[src/hdl/wsaf_pkg.sv]
`timescale 1ns / 1ps
// ----------------------------------------------------------------------------
// wsaf_pkg
// Shared widths, constants, command codes and control structs for the
// sufficiency filter.
// ----------------------------------------------------------------------------
package wsaf_pkg;

    localparam int MASK_W   = 64;
    localparam int CNT_W    = 21;
    localparam int CARD_W   = 7;
    localparam int Q_W      = 31;
    localparam int TOT_W    = 32;
    localparam int Z_W      = 31;
    localparam int CFG_IDX_W = 3;
    localparam int CFG_W    = 64;

    localparam logic [CNT_W-1:0] MAX_ROWS = 21'd1048576;
    localparam logic [Q_W-1:0]   ONE_Q30  = 31'h4000_0000;
    localparam logic [Q_W-1:0]   THETA_RST = 31'd1073741824;
    localparam logic [Z_W-1:0]   Z_RST     = 31'd526083000;

    // Long divider: numerator below 2^51 shifted left by up to 40 bits.
    localparam int DEN_W     = 50;
    localparam int NUM_W     = 51;
    localparam int DVD_W     = 81;
    localparam int DIV_STEPS = 81;
    localparam int DIV_CNT_W = 7;
    localparam int QUO_W     = 64;
    localparam int SQ_W      = 64;
    localparam int SQ_K_W    = 5;

    localparam int IN_DATA_W  = 112;
    localparam int OUT_DATA_W = 184;

    // Register indexes on the configuration port.
    localparam logic [CFG_IDX_W-1:0] REG_THETA = 3'd0;
    localparam logic [CFG_IDX_W-1:0] REG_Z     = 3'd1;
    localparam logic [CFG_IDX_W-1:0] REG_CRIT  = 3'd2;
    localparam logic [CFG_IDX_W-1:0] REG_MONLY = 3'd3;
    localparam logic [CFG_IDX_W-1:0] REG_EXCL  = 3'd4;

    typedef enum logic [3:0] {
        CMD_NONE,
        CMD_MUL_Z2,
        CMD_MUL_PROD,
        CMD_DIV_RAD,
        CMD_SQRT,
        CMD_MUL_MARG,
        CMD_NUMR,
        CMD_DIV_LB,
        CMD_DIV_GATE,
        CMD_MUL_TN,
        CMD_SCAN,
        CMD_COMMIT,
        CMD_EMIT
    } cmd_op_t;

    typedef struct packed {
        cmd_op_t op;
        logic    idle;
    } ctrl_cmd_t;

    typedef struct packed {
        logic finish;
        logic excluded;
        logic n_zero;
        logic crit;
        logic suff;
        logic emit;
        logic out_free;
        logic div_done;
        logic sqrt_done;
        logic scan_done;
    } dp_status_t;

endpackage

[src/hdl/wsaf_ctrl.sv]
`timescale 1ns / 1ps
// ----------------------------------------------------------------------------
// wsaf_ctrl
// Sequencer that walks one item through the datapath steps.
// ----------------------------------------------------------------------------
module wsaf_ctrl
    import wsaf_pkg::*;
(
    input  logic       clk,
    input  logic       rst_n,
    input  logic       in_accept,
    input  dp_status_t status,
    output ctrl_cmd_t  cmd
);

    typedef enum logic [3:0] {
        S_IDLE,
        S_CHECK,
        S_MUL_Z2,
        S_MUL_PROD,
        S_DIV_RAD,
        S_SQRT,
        S_MUL_MARG,
        S_NUMR,
        S_DIV_LB,
        S_DIV_GATE,
        S_MUL_TN,
        S_DECIDE,
        S_SCAN,
        S_COMMIT,
        S_EMIT
    } state_t;

    state_t  state_reg, state_next;
    cmd_op_t op_reg, op_next;
    logic    idle_reg, idle_next;

    always_comb
    begin
        state_next = state_reg;
        op_next    = CMD_NONE;
        unique case (state_reg)
            S_IDLE:
            begin
                if (in_accept)
                    state_next = S_CHECK;
            end
            S_CHECK:
            begin
                priority if (status.finish)
                begin
                    state_next = S_EMIT;
                    op_next    = CMD_EMIT;
                end
                else if (status.excluded)
                    state_next = S_IDLE;
                else
                begin
                    state_next = S_MUL_Z2;
                    op_next    = CMD_MUL_Z2;
                end
            end
            S_MUL_Z2:
            begin
                priority if (!status.n_zero)
                begin
                    state_next = S_MUL_PROD;
                    op_next    = CMD_MUL_PROD;
                end
                else if (status.crit)
                begin
                    state_next = S_MUL_TN;
                    op_next    = CMD_MUL_TN;
                end
                else
                    state_next = S_DECIDE;
            end
            S_MUL_PROD:
            begin
                state_next = S_DIV_RAD;
                op_next    = CMD_DIV_RAD;
            end
            S_DIV_RAD:
            begin
                if (status.div_done)
                begin
                    state_next = S_SQRT;
                    op_next    = CMD_SQRT;
                end
            end
            S_SQRT:
            begin
                if (status.sqrt_done)
                begin
                    state_next = S_MUL_MARG;
                    op_next    = CMD_MUL_MARG;
                end
            end
            S_MUL_MARG:
            begin
                state_next = S_NUMR;
                op_next    = CMD_NUMR;
            end
            S_NUMR:
            begin
                state_next = S_DIV_LB;
                op_next    = CMD_DIV_LB;
            end
            S_DIV_LB:
            begin
                if (status.div_done)
                begin
                    if (status.crit)
                    begin
                        state_next = S_MUL_TN;
                        op_next    = CMD_MUL_TN;
                    end
                    else
                    begin
                        state_next = S_DIV_GATE;
                        op_next    = CMD_DIV_GATE;
                    end
                end
            end
            S_DIV_GATE:
            begin
                if (status.div_done)
                    state_next = S_DECIDE;
            end
            S_MUL_TN:
            begin
                state_next = S_DECIDE;
            end
            S_DECIDE:
            begin
                if (status.suff)
                begin
                    state_next = S_SCAN;
                    op_next    = CMD_SCAN;
                end
                else
                    state_next = S_IDLE;
            end
            S_SCAN:
            begin
                if (status.scan_done)
                begin
                    state_next = S_COMMIT;
                    op_next    = CMD_COMMIT;
                end
            end
            S_COMMIT:
            begin
                if (status.emit)
                begin
                    state_next = S_EMIT;
                    op_next    = CMD_EMIT;
                end
                else
                    state_next = S_IDLE;
            end
            S_EMIT:
            begin
                if (status.out_free)
                    state_next = S_IDLE;
                else
                    op_next = CMD_EMIT;
            end
            default:
            begin
                state_next = S_IDLE;
            end
        endcase
        idle_next = (state_next == S_IDLE);
    end

    always_ff @(posedge clk or negedge rst_n)
    begin
        if (!rst_n)
        begin
            state_reg <= S_IDLE;
            op_reg    <= CMD_NONE;
            idle_reg  <= 1'b1;
        end
        else
        begin
            state_reg <= state_next;
            op_reg    <= op_next;
            idle_reg  <= idle_next;
        end
    end

    assign cmd.op   = op_reg;
    assign cmd.idle = idle_reg;

endmodule

[config.mk]
export PLATFORM = sky130hd
export DESIGN_NAME = wsaf_ctrl
export DESIGN_NICKNAME = d
export VERILOG_FILES = /design/src/hdl/wsaf_pkg.sv /design/src/hdl/wsaf_ctrl.sv
export SDC_FILE = /design/constraint.sdc
export NUM_CORES = 1
export LEC_CHECK = 0
export BUFFER_PORTS_ARGS = -buffer_cell sky130_fd_sc_hd__buf_2
export CAP_MARGIN = 10
export CORE_MARGIN = 2
export CORE_UTILIZATION = 46
export DETAILED_ROUTE_END_ITERATION = 8
export GPL_TIMING_DRIVEN = 0
export MAX_ROUTING_LAYER = met4
export PLACE_DENSITY = 0.73
export SKIP_LAST_GASP = 1
export SLEW_MARGIN = 20
export SYNTH_ARGS = -nofsm -noshare
export SYNTH_HDL_FRONTEND = slang
export SYNTH_SLANG_ARGS = --single-unit
[constraint.sdc]
create_clock -name clk -period 1.4 [get_ports clk]
set_clock_uncertainty 0.05 [all_clocks]
set_input_delay 0.42 -clock clk [delete_from_list [all_inputs] [get_ports clk]]
set_output_delay 0.42 -clock clk [all_outputs]
set_load 0.01 [all_outputs]
## Yosys cells after proc, flatten, opt, wreduce, memory -nomap -nowiden

Index checks and enable logic that the tools add are counted.

| word-level totals | value |
|---|---|
| input bits | 13 |
| output and inout bits | 5 |
| word-level logic and storage cells | 47 |
| flip-flop bits (word level) | 9 |

| operators by class | value |
|---|---|
| mux-type cells | 28 |
| reduce and logical (&&, ||, !) cells | 2 |
| equal/unequal tests | 14 |

Operators by type and width:

| kind | number |
|---|---|
| 4-bit two-way mux | 19 |
| 4-bit case mux with 15 select lines | 1 |
| 4-bit case mux with 12 select lines | 1 |
| 4-bit equality test, second input constant | 7 |
| 4-bit by 3-bit equality test with 1-bit output, second input constant | 4 |
| 4-bit by 2-bit equality test with 1-bit output, second input constant | 2 |
| 4-bit logical NOT | 2 |
| 3-bit two-way mux | 2 |
| 4-bit by 1-bit equality test with 1-bit output, second input constant | 1 |
| 2-bit two-way mux | 2 |
| 1-bit two-way mux | 3 |

## Depth between registers and ports, before layout

| logic depth | value |
|---|---|
| depth after elaboration | 4 |
| gate-level depth with buffers | 6 |
| mapped depth without buffers | 4 |

## Worst setup path after synthesis

OpenSTA, ideal clock, no wires.

| timing path | value |
|---|---|
| path type | register -> register |
| start point | register state_reg[1] |
| end point | register idle_reg |
| data arrival time | 1.339 ns |
| buffers on the path | 1 |
| path slack | -0.082 ns |
| period minus slack after synthesis | 1.482 ns |
| cell stages (with the launch flop) | 6 |
| data required time | 1.257 ns |
| setup time | 0.093 ns |
| cells stage by stage | dfrtp_1 buf_6 or3b_1 o32a_1 o221ai_1 nor4b_2 |

| on the way | value |
|---|---|
| cells in the longest elaborated chain, start to end | 3 |
| elaborated cells on any way between the ends | 24 |
| classes of those cells | 14 x eq/ne; 8 x mux; 2 x reduce/logical |

RTL lines:

| element | line | RTL |
|---|---|---|
| start, declared | wsaf_ctrl.sv:34 | `state_t state_reg, state_next;` |
| start signal, assigned | wsaf_ctrl.sv:187 | `state_reg <= state_next;` |
| 4-bit equality test (tied with other cells) | wsaf_ctrl.sv:42 | `unique case (state_reg)` |
| 4-bit case mux with 15 select lines (*) | wsaf_ctrl.sv:42 |  |
| 4-bit logical NOT (*) | wsaf_ctrl.sv:174 | `idle_next = (state_next == S_IDLE);` |
| named net idle_next | wsaf_ctrl.sv:36 | `logic idle_reg, idle_next;` |
| end signal, assigned | wsaf_ctrl.sv:189 | `idle_reg <= idle_next;` |
| end, declared | wsaf_ctrl.sv:36 |  |

The timed path passes the listed nets; every way through them passes the cells marked *.

## Worst setup path after layout

| timing path | value |
|---|---|
| start point | register state_reg[0] |
| end point | register idle_reg |

The elaborated chain is that of the path after synthesis.

==> reports/results.txt <==
Outcome - complete, but fails checks
Failing checks - setup timing
Share of flip-flops with an asynchronous set or reset - 1.00
Global-route wire length before repair - 3190 um
Number of distinct library cells after synthesis - 46
Worst-Skew Late Latency - 0.27 ns
DRC Markers - 0
Comb pwr share - 0.657
Routed len/inst - 16.0 um
Pre-CTS setup slack - -0.226 ns
Syn Inst Count - 83
Initial Util - 0.489
VDD IR max - 1.31 mV
H-tree Lvls - 1
Final Hold Viols - 0
Number of DRC markers in iteration 0 - 30
Stages on worst setup path - 4
RSZ-0062 raised after global routing - true
Initial antenna violation count - 0
Net Count, Synth - 96
CP max FO - 4
Critical path's top delay family - compound AO/OA/AOI/OAI gates
Syn. warnings - 0
Final wirelength - 1940 um
CP Cell Sequence - nor2b_1, a222oi_1, o221ai_1, nor4b_2
Die width - 43.8 um
Synth Area per Inst - 8.77 um2
Core Area - 1490 um2
Via density - 6.17
Worst hold path type - in -> reg
Syn Std Cell Area - 728 um2
Cells on Worst Hold Path - 3
Worst path required time - 1.53 ns
Share of post-route cells with drive strength above 1 - 0.381
Post-Place Cells - 116
PortBufs - 17
Crit path max-delay cell type - dfrtp_1
Total Die Area - 1920 um2
Clock-pin slew on the worst setup and hold paths - 0.06 ns
Die Ht - 43.8 um
Area Growth Syn to Fin - 26.3%
Setup violators final - 5
Worst EP arrival - 1.77 ns
Commonest non-fill, non-tap cell in the layout - buf_2
Max Fclk - 612 MHz
Clock Path Buffers - 2
Vias in the first global route - 736
Cell area power density - 2250 nW/um2
CP Capture Type - flop
Ant diodes - 0
Num ports - 18
P_int - 1.15 mW
Final weighted congestion of routability-driven global placement - 0.936
GRT Total Usage - 0.236
Slowest stage delay, CP - 0.42 ns
First-pass DRT Iterations - 4
Max-slew violation count - 0
P_sw - 0.925 mW
Leakage - 0.421 nW
Clk pwr share - 0.101
Setup ws final - -0.235 ns
Core Rows - 14
Sw frac - 0.446
Sequential Power Share - 0.242
Max_slew headroom - 0.724
Post-Layout Cell Count - 121
Vias - 747
Post-layout min period - 1.63 ns
Primary FF master, synth - dfrtp_1
Tcrit/Tclk final - 1.17
Yosys reg bits - 9
CTS tree - done
# clock sinks - 9
WS Path Type - reg -> reg
Max_cap viols - 0
Largest net degree at the start of global routing - 11
Setup_tns - -0.493 ns
WP buf/inv - 0
Post-DRT Antenna Nets - 0
CTS Buf Count - 3
Post-layout net count - 119
DPL Wire Length - 1410 um
Worst reg-to-reg path cell count - 4
Startpoint Class - flop
GRT overflow - 0
Seq/Total Area, Yosys - 0.311
Most frequent cells in the layout - buf_2, dfrtp_1
Root buf cell - clkbuf_4
Post-synth EDFFs - 0
Slew @ Worst Pin - 0.408 ns
[power by group through the flow]
stage          clock, mW  sequential (mW)  combinational, mW
5_1_grt            0.230            0.515               1.48
3_5_place_dp           0            0.455               1.25
6_report           0.209            0.503               1.36
2_1_floorplan          0            0.461              0.944
4_1_cts            0.214            0.454               1.32
3_3_place_gp           0            0.457               1.22
[final timing paths]
path	from	to	slack, ns
worst max-delay path	state_reg[0]	idle_reg	-0.23
worst min-delay path	status[0]	op_reg[0]	0.40
worst max register to register	state_reg[0]	idle_reg	-0.23
worst min register to register	state_reg[2]	state_reg[2]	0.64
max in group asynchronous	rst_n	idle_reg	0.58
min in group asynchronous	rst_n	op_reg[2]	0.48
[cells in the mapped netlist (2+ instances only)]
library cell,count,share of area
nor2b_1,4,0.034
inv_1,4,0.021
o21a_1,2,0.021
nor2_1,4,0.021
nor3b_1,2,0.021
o221ai_1,2,0.024
dfrtp_1,8,0.27
nand2_1,4,0.021
a2bb2oi_1,2,0.024
buf_4,2,0.021
nand2b_1,4,0.034
o21ai_0,5,0.034
o311ai_0,2,0.024
buf_2,2,0.014
a21oi_1,5,0.034
[tightest hold or removal path, stage by stage]
cell	delay [ns]
buf_2	0.09
nand3_1	0.08
o311ai_2	0.08
[cells by family (layout without fill, tap and decap cells)]
group                  Yosys count  count (layout)  share of synthesized area
AOI/OAI and AO/OA               32              32                      0.320
buffers and inverters           11              33                     0.0945
DFF                              9               9                      0.311
and+or+nand+nor                 31              31                      0.275
[layout make-up]
cell class | count | area (um2)
clock buffers | 4 | 26.3
repair buffers | 20 | 116
plain buffers | 5 | 47.5
fillers | 126 | 569
inverters | 4 | 15.0
well taps | 16 | 20.0
multi-input cells | 63 | 465
flip-flops and latches | 9 | 229
[through the flow]
stage	hold slack, ns	cell area [um2]	utilization	total power, mW
2_1_floorplan	0.0744	728	-	1.40
5_1_grt	0.428	920	0.618	2.22
3_5_place_dp	0.230	833	0.560	1.70
3_3_place_gp	0.222	833	0.560	1.68
6_report	0.404	920	0.618	2.07
4_1_cts	0.386	891	0.598	1.98
[what timing repair did]
action / 4_1_cts / 5_1_grt
hold buffers: 1 / 0
buffers inserted: 1 / 1
setup endpoints to repair: 8 / 8
cloned: 0 / 0
pin swaps: 2 / 5
resized for setup: 7 / 9
endpoints found under the hold margin: 8 / 0
[layer usage]
layer / global-route usage / part of all wire / vias up / wire length, um
met5: - / 0 / - / 0
met4: 0.164 / 0.024 / 0 / 46
met3: 0.0417 / 0.078 / 4 / 152
met2: 0.344 / 0.48 / 38 / 921
met1: 0.293 / 0.42 / 346 / 818
li1: - / - / 359 / -
Note: power is estimated with default switching activity, not from simulation.
